### src/rtl/core/lobe_pkg.sv
// Shared types and constants for the limit order book engine.
package lobe_pkg;

    localparam int NUM_ORDERS = 1024;
    localparam int NUM_LEVELS = 256;
    localparam int ID_W       = $clog2(NUM_ORDERS);
    localparam int LV_W       = $clog2(NUM_LEVELS);
    localparam int TOT_W      = 42;
    localparam int QTY_W      = 32;

    localparam logic [7:0] OP_ADD     = 8'd0;
    localparam logic [7:0] OP_REDUCE  = 8'd1;
    localparam logic [7:0] OP_CANCEL  = 8'd2;

    typedef enum logic [2:0] {
        ST_APPLIED   = 3'd0,
        ST_BAD_ID    = 3'd1,
        ST_ADD_REF   = 3'd2,
        ST_NOT_LIVE  = 3'd3,
        ST_BAD_OP    = 3'd4
    } t_status;

    typedef enum logic [1:0] {
        K_ADD    = 2'd0,
        K_REDUCE = 2'd1,
        K_REJECT = 2'd2
    } t_kind;

    // One classified command passed from the front to the back.
    typedef struct packed {
        t_kind             kind;
        t_status           rej_status;
        logic              report_order;
        logic [ID_W-1:0]   id;
        logic              is_ask;
        logic [LV_W-1:0]   price;
        logic [QTY_W-1:0]  amount;
    } t_cmd;

    typedef struct packed {
        t_status           status;
        logic              live;
        logic [QTY_W-1:0]  left;
        logic [15:0]       top_bid;
        logic              bid_present;
        logic [15:0]       top_ask;
        logic              ask_present;
    } t_result;

endpackage

### src/rtl/core/lobe_front.sv
// Front end: accepts input beats, range-checks them and queues commands.
module lobe_front (
    input  logic                 i_clk,
    input  logic                 i_rst_n,
    input  logic                 i_push,
    output logic                 o_full,
    input  logic [7:0]           i_operation,
    input  logic [15:0]          i_order_ref,
    input  logic                 i_is_ask,
    input  logic [15:0]          i_price_level,
    input  logic [31:0]          i_amount,
    output logic                 o_cmd_valid,
    output lobe_pkg::t_cmd       o_cmd,
    input  logic                 i_cmd_take
);
    import lobe_pkg::*;

    // Two-entry command queue.
    t_cmd r_q [2];
    logic r_rd;
    logic r_wr;
    logic [1:0] r_cnt;
    t_cmd n_cmd;
    logic acc;
    logic take;

    always_comb begin
        n_cmd = '0;
        n_cmd.id = i_order_ref[ID_W-1:0];
        n_cmd.is_ask = i_is_ask;
        n_cmd.price = i_price_level[LV_W-1:0];
        n_cmd.amount = i_amount;
        n_cmd.report_order = 1'b1;
        n_cmd.kind = K_REJECT;
        n_cmd.rej_status = ST_APPLIED;
        if (i_order_ref >= 16'(NUM_ORDERS)) begin
            n_cmd.rej_status = ST_BAD_ID;
            n_cmd.report_order = 1'b0;
        end else if (i_operation == OP_ADD) begin
            if (i_price_level >= 16'(NUM_LEVELS)) begin
                n_cmd.rej_status = ST_ADD_REF;
            end else begin
                n_cmd.kind = K_ADD;
            end
        end else if (i_operation == OP_REDUCE || i_operation == OP_CANCEL) begin
            n_cmd.kind = K_REDUCE;
        end else begin
            n_cmd.rej_status = ST_BAD_OP;
        end
    end

    assign o_full = (r_cnt == 2'd2);
    assign acc = i_push && !o_full;
    assign take = i_cmd_take && o_cmd_valid;
    assign o_cmd_valid = (r_cnt != 2'd0);
    assign o_cmd = r_q[r_rd];

    always_ff @(posedge i_clk) begin
        if (acc) begin
            r_q[r_wr] <= n_cmd;
        end
        if (!i_rst_n) begin
            r_rd <= 1'b0;
            r_wr <= 1'b0;
            r_cnt <= 2'd0;
        end else begin
            if (acc) begin
                r_wr <= ~r_wr;
            end
            if (take) begin
                r_rd <= ~r_rd;
            end
            r_cnt <= r_cnt + {1'b0, acc} - {1'b0, take};
        end
    end
endmodule

### config.mk
export PLATFORM = sky130hd
export DESIGN_NAME = lobe_front
export DESIGN_NICKNAME = d
export VERILOG_FILES = /design/src/rtl/core/lobe_pkg.sv /design/src/rtl/core/lobe_front.sv
export SDC_FILE = /design/constraint.sdc
export NUM_CORES = 1
export LEC_CHECK = 0
export BUFFER_PORTS_ARGS = -buffer_cell sky130_fd_sc_hd__buf_4
export CAP_MARGIN = 40
export CORE_AREA = 5 5 140 142
export DETAILED_ROUTE_END_ITERATION = 6
export DIE_AREA = 0 0 145 147
export GPL_TIMING_DRIVEN = 0
export PLACE_DENSITY = 0.4
export SLEW_MARGIN = 30
export SYNTH_ARGS = -nofsm -noshare
export SYNTH_HDL_FRONTEND = slang
export SYNTH_SLANG_ARGS = --single-unit
### constraint.sdc
create_clock -name i_clk -period 2.8 [get_ports i_clk]
set_clock_uncertainty 0.2 [all_clocks]
set_input_delay 0.42 -clock i_clk [delete_from_list [all_inputs] [get_ports i_clk]]
set_output_delay 0.42 -clock i_clk [all_outputs]
set_load 0.03 [all_outputs]
==> results of run 1 <==
-- sequential cells by signal, summed over array words and instances (netlist names), named ones only --
signal and cells:
r_q 114, r_cnt 2, r_rd 1, r_wr 1
-- routing by layer --
layer	vias up	global-route usage [%]	part of all wire, %
li1	1280	-	-
met1	1255	10.7	43
met2	91	14.5	48
met3	12	3.92	7.1
met4	0	4.38	1.8
met5	-	0	0
-- cell families after synthesis --
family / count (synthesis)
AO/OA/AOI/OAI: 5
multiplexers: 57
adder cells (fa/ha/maj): 2
flip-flops: 119
buffers and inverters: 12
XOR/XNOR: 3
AND/OR/NAND/NOR: 23
-- placed cells by master (no fill, tap or decap), types with 3 or more instances in the layout --
cell type | netlist | final
dfxtp_1 | 5 | 5
clkinv_1 | 0 | 5
edfxtp_1 | 114 | 114
dlygate4sd3_1 | 0 | 51
buf_4 | 1 | 136
clkbuf_16 | 0 | 17
nor2_1 | 7 | 7
inv_1 | 5 | 4
buf_6 | 3 | 3
nand2_1 | 3 | 3
clkinv_2 | 0 | 3
mux2_1 | 57 | 57
clkinvlp_4 | 0 | 4
-- how the worst min path moves through the flow --
stage,start,endpoint,slack [ns]
finish,i_rst_n,r_cnt[0],0.04
global route,i_rst_n,r_cnt[0],0.03
CTS,i_rst_n,r_cnt[0],0.02
detailed placement,r_wr,r_wr,0.30
global placement,r_wr,r_wr,0.27
floorplan,r_wr,r_wr,0.26
-- report_power, final --
group	internal (uW)	switching, uW	leakage, uW
Clock	1100	729	0.000232
Combinational	809	1210	0.00125
Sequential	2260	57.5	0.00110
Total	4170	2000	0.00259
-- per-stage QoR --
step / setup TNS (ns) / utilization (%) / cells / cell area, sq um
after floorplan: 0 / - / 221 / 4460
after CTS: 0 / 37.2 / 674 / 6820
after detailed placement: 0 / 31.7 / 592 / 5810
after global routing: 0 / 37.2 / 674 / 6820
final: 0 / 37.2 / 674 / 6820
after global placement: -40.89 / 31.5 / 590 / 5770
-- area by class of cell --
| type | instances | area, sq um | share of cell area, % |
|---|---|---|---|
| repair buffers | 188 | 1560 | 22.9 |
| well taps | 234 | 293 | 4.29 |
| plain buffers | 6 | 51.3 | 0.752 |
| clock buffers | 19 | 433 | 6.35 |
| clock inverters | 12 | 63.8 | 0.936 |
| inverters | 6 | 25.0 | 0.367 |
| multi-input cells | 90 | 866 | 12.7 |
| flip-flops and latches | 119 | 3520 | 51.7 |
-- worst max-delay path: stages, from the launching register on --
cell	delay, ns
dfxtp_1	0.33
buf_4	0.22
buf_6	0.19
mux2_1	0.35
buf_4	0.17
-- timing repair --
action / in CTS / in global routing
buffers inserted: 0 / 0
endpoints found under the hold margin: 102 / 0
hold buffers: 51 / 0
==> flow_metrics.py, run 1 <==
metrics = {
    "outcome": {
        "status": "complete, no violations",
    },
    "yosys": {
        "yosysTopAreaCellShare_pct": 76.8,
        "yosys.area_share.simple_pct": 3.03,
        "ys_warn_count": 0,
        "ys_ff_latch": 119,
        "yosysMostFrequentCell": "edfxtp_1",
        "netlist_instances": 221,
        "synth_top_area_cell": "edfxtp_1",
        "synth_nets": 300,
        "yosys.area_share.adder_pct": 0.561,
        "seq_area_frac_synth_pct": 79.0,
        "synth_xor_area_share_pct": 0.589,
        "muxShareOfSynthArea_pct": 14.4,
        "synth_area_leaders": "edfxtp_1 (77%), mux2_1 (14%), dfxtp_1 (2.2%)",
        "syn_area_sq_mm": 0.00446,
        "synth_edf_count": 114,
        "synth_top_family_by_area": "multiplexers",
        "ys.flop_type": "edfxtp_1",
        "synth.distinct_cells": 28,
        "async_flop_share_pct": 0,
        "avgSynthCellArea_sq_um": 20.2,
        "synthTopCellsByCount": "edfxtp_1 (114), mux2_1 (57), nor2_1 (7)",
        "synth_compound_area_share_pct": 0.758,
    },
    "global_route": {
        "antenna_found_initial": 0,
        "grt_pass1_vias": 2891,
        "track_usage_pct": 9.16,
        "grt_pass1_wl_mm": 15.2,
        "grt-ovfl-total": 0,
        "grt_max_degree": 30,
    },
    "drt": {
        "avgRoutedWirePerCell_um": 14.2,
        "wl_mm": 9.58,
        "remaining_drc_errors": 0,
        "final_antenna_net_count": 0,
        "first_pass_iters": 4,
        "viasPerCell": 3.91,
        "vias": 2638,
        "detail_route.iter0.violations": 82,
    },
    "critical_path": {
        "worst_r2r_endpoint": "r_q[0][33]",
        "critical_path_class": "reg2out",
        "timing.rr.start": "r_cnt[0]",
        "critPathMaxFanout": 10,
        "end_kind": "output pin",
        "startpoint_type": "flip-flop",
        "crit_end": "o_cmd[41]",
        "required_ns": 2.18,
        "r2r_slack_ns": 0.73,
        "worstPathArrival_ns": 1.67,
        "r2r_cells": 5,
    },
    "floorplanning": {
        "fp.dieH_um": 147,
        "start_util_pct": 24.3,
        "rows": 50,
        "dieArea_sq_mm": 0.0213,
        "io_pins": 136,
        "core_region_area_sq_mm": 0.0183,
        "fp.dieW_um": 145,
    },
    "sta": {
        "rsz0062_at_grt": "false",
        "finalWorstSetupSlack_ns": 0.512,
        "worst_pin_slew_ns": 0.468,
        "setup_violations": 0,
        "post-route-period-util_pct": 81.7,
        "max-slew-margin-rel_pct": 68.8,
        "fin_crit_ns": 2.29,
        "holdWs_ns": 0.0362,
        "hold_viol": 0,
        "drv_slew": 0,
        "fmax_mhz": 437,
    },
    "placed_design": {
        "gp_congestion": 0.648,
        "port_buffers": 135,
        "place_ws_ns": 0.639,
        "dp_hpwl_mm": 6.46,
    },
    "power": {
        "p_leak_uw": 0.00259,
        "power_uw": 6170,
        "power_density_mw_per_mm2": 904,
        "ir_drop_mv": 0.454,
    },
    "hold_path": {
        "holdPathStages": 2,
        "hold_class": "in2reg",
    },
    "cells_and_area": {
        "layout-drive-gt1-share_pct": 39.8,
        "n_antenna_cell": 0,
        "syn_to_final_growth_pct": 52.9,
        "fill_cells": 1778,
        "fin_nets": 507,
    },
    "cts": {
        "clk_pin_slew_worst_paths_ns": 0.06,
        "cts_root_buf": "clkbuf_16",
        "cts-buffers-inserted": 17,
        "cts_resized": 0,
        "clockBufferDepth": 2,
        "clock-sinks": 119,
        "tritoncts": "built",
        "clock_latency_ns": 0.40,
        "htreeDepth": 4,
    },
    "run": {
        "maxCapViolCount": 0,
    },
}
(Power assumes the default switching activity.)
==> run 2: changes to the inputs <==
--- a/config.mk
+++ b/config.mk
@@ -11,7 +11,7 @@
 export DETAILED_ROUTE_END_ITERATION = 6
 export DIE_AREA = 0 0 145 147
 export GPL_TIMING_DRIVEN = 0
-export PLACE_DENSITY = 0.4
+export PLACE_DENSITY = 0.42
 export SLEW_MARGIN = 30
 export SYNTH_ARGS = -nofsm -noshare
 export SYNTH_HDL_FRONTEND = slang
==> constraint.sdc (replaced) <==
create_clock -name i_clk -period 2 [get_ports i_clk]
set_clock_uncertainty 0.2 [all_clocks]
set_input_delay 0.3 -clock i_clk [delete_from_list [all_inputs] [get_ports i_clk]]
set_output_delay 0.3 -clock i_clk [all_outputs]
set_load 0.03 [all_outputs]
==> flow_metrics.py, run 2 (synthesis gave the netlist of run 1 again) <==
metrics = {
    "power": {
        "power_density_mw_per_mm2": 1350,
        "clkPwrFrac_pct": 30.7,
        "ir_drop_mv": 0.595,
        "power.switching_uw": 3000,
        "power.internal_uw": 7060,
        "seqPwrFrac_pct": 32.6,
        "power_frac_comb_pct": 36.7,
        "p_leak_uw": 0.00289,
        "switching_share_pct": 29.8,
    },
    "cells_and_area": {
        "fill_cells": 1723,
        "multi_input_area_sq_mm": 0.00101,
        "largest_register_ffs": 114,
        "n_antenna_cell": 0,
        "final_cell_mix": "edfxtp_1 (114), buf_4 (101), dlygate4sd3_1 (52)",
        "largest_register": "r_q",
        "seq_area_sq_mm": 0.00353,
        "largestRegisters": "r_q: 114 flops, r_cnt: 2 flops",
        "layout-drive-gt1-share_pct": 50.1,
        "fin_nets": 516,
        "layout_commonest_cell": "edfxtp_1",
        "syn_to_final_growth_pct": 66.8,
    },
    "sta": {
        "setup_violations": 56,
        "post-route-period-util_pct": 103,
        "finalWorstSetupSlack_ns": -0.0690,
        "max-slew-margin-rel_pct": 69.6,
        "hold_viol": 0,
        "rsz0062_at_grt": "true",
        "fmax_mhz": 483,
        "holdWs_ns": 0.0721,
        "tns_ns": -1.50,
        "drv_slew": 0,
        "fin_crit_ns": 2.07,
        "worst_pin_slew_ns": 0.456,
    },
    "critical_path": {
        "path_buf_inv": 2,
        "crit_path_top_delay_cell": "mux2_1",
        "timing.rr.start": "r_cnt[0]",
        "path_common_cell": "buf_4",
        "crit_end": "o_cmd[14]",
        "worstPathArrival_ns": 1.57,
        "worst_r2r_endpoint": "r_q[0][41]",
        "required_ns": 1.50,
        "cp.depth": 3,
        "r2r_slack_ns": 0.09,
        "cp_slowest_stage_delay_ns": 0.38,
        "r2r_cells": 5,
        "end_kind": "output pin",
        "path_cells": "buf_4 > mux2_1 > buf_4",
        "critical_path.top_delay_family": "buffers and inverters",
        "critical_path_class": "reg2out",
        "startpoint_type": "flip-flop",
        "critPathMaxFanout": 10,
    },
    "drt": {
        "drt-met1-wl_mm": 4.14,
        "first_pass_iters": 4,
        "remaining_drc_errors": 0,
        "vias": 2717,
        "routed-wl-met2_mm": 5.19,
        "viasPerCell": 3.98,
        "final_antenna_net_count": 0,
        "top_layer_used": "met4",
        "detail_route.iter0.violations": 84,
        "wl_met3_um": 759,
        "avgRoutedWirePerCell_um": 14.9,
        "wl_mm": 10.2,
    },
    "floorplanning": {
        "start_util_pct": 24.3,
        "dieArea_sq_mm": 0.0213,
        "fp.dieH_um": 147,
        "fp.dieW_um": 145,
        "io_pins": 136,
        "core_region_area_sq_mm": 0.0183,
        "rows": 50,
    },
    "global_route": {
        "track_usage_pct": 9.42,
        "antenna_found_initial": 0,
        "grt-ovfl-total": 0,
        "grt_max_degree": 30,
        "grt_pass1_vias": 2976,
        "grt_pass1_wl_mm": 15.6,
    },
    "hold_path": {
        "hold_class": "in2reg",
    },
    "outcome": {
        "status": "finished, violations left",
        "violations": "negative setup slack",
    },
    "cts": {
        "cts_root_buf": "clkbuf_16",
        "htreeDepth": 4,
        "clock_latency_ns": 0.40,
        "clockBufferDepth": 2,
        "clock-sinks": 119,
        "clk_pin_slew_worst_paths_ns": 0.05,
        "tritoncts": "built",
        "cts-buffers-inserted": 17,
    },
    "placed_design": {
        "gp_congestion": 0.653,
        "dp_hpwl_mm": 6.68,
        "place_ws_ns": 0.0622,
        "port_buffers": 135,
    },
    "run": {
        "maxCapViolCount": 0,
    },
}
run 2: changes by cell type in the layout (fill, tap and decap cells not counted), moves of 4 or more:
| cell | previous run | this run |
|---|---|---|
| mux2_1 | 57 | 20 |
| mux2_4 | 0 | 37 |
| buf_4 | 136 | 101 |
| buf_6 | 3 | 37 |
| buf_12 | 2 | 9 |
| bufinv_16 | 0 | 4 |
| clkbuf_16 | 17 | 21 |
run 2: area by class of cell:
class                           count  share of cell area (%)
Buffer                              6                    1.45
Sequential cell                   119                    47.5
Multi-Input combinational cell     90                    13.6
Clock inverter                     11                    2.10
Clock buffer                       20                    5.87
Tap cell                          234                    3.94
Timing Repair Buffer              197                    25.1
Inverter                            6                   0.421
run 2: power groups by stage:
stage               sequential, uW  clock [uW]  combinational, uW
global route                  3310        3300               3910
global placement              3320           0               2810
finish                        3280        3080               3690
floorplan                     3290           0               1740
CTS                           3290        3190               3490
detailed placement            3320           0               2890
run 2: layer usage:
metal | vias to the layer above | track usage [%]
li1 | 1296 | -
met1 | 1321 | 10.1
met2 | 89 | 15.8
met3 | 11 | 4.57
met4 | 0 | 4.10
met5 | - | 0
run 2: how the worst min path moves through the flow:
stage	to	cells past startpoint	startpoint
after global routing	r_q[0][52]	3	i_order_ref[12]
after floorplan	r_q[0][0]	0	i_amount[0]
after CTS	r_q[0][52]	3	i_order_ref[12]
final	r_q[0][52]	3	i_order_ref[12]
after detailed placement	r_q[1][19]	1	i_amount[19]
after global placement	r_wr	2	r_wr
run 2: what timing repair did:
item                       CTS  global route
hold endpoints to repair   105             0
cloned                       0             4
gates resized for setup     75            16
buffers inserted             2             1
hold buffers                52             0
setup endpoints to repair   57            57
run 2: stage by stage:
step	utilization (%)	instance area [sq um]	cells	total power, uW
floorplan	-	4480	221	5040
global placement	31.6	5790	590	6130
detailed placement	31.9	5850	593	6200
CTS	39.7	7270	678	9970
global route	40.6	7440	683	10500
finish	40.6	7440	683	10100
run 2: worst register-to-register path, stage by stage, from the launching register on:
cell and delay (ns):
dfxtp_2 0.34, nand2b_4 0.15, inv_6 0.03, or3_4 0.34
clkinvlp_4 0.27, buf_12 0.24
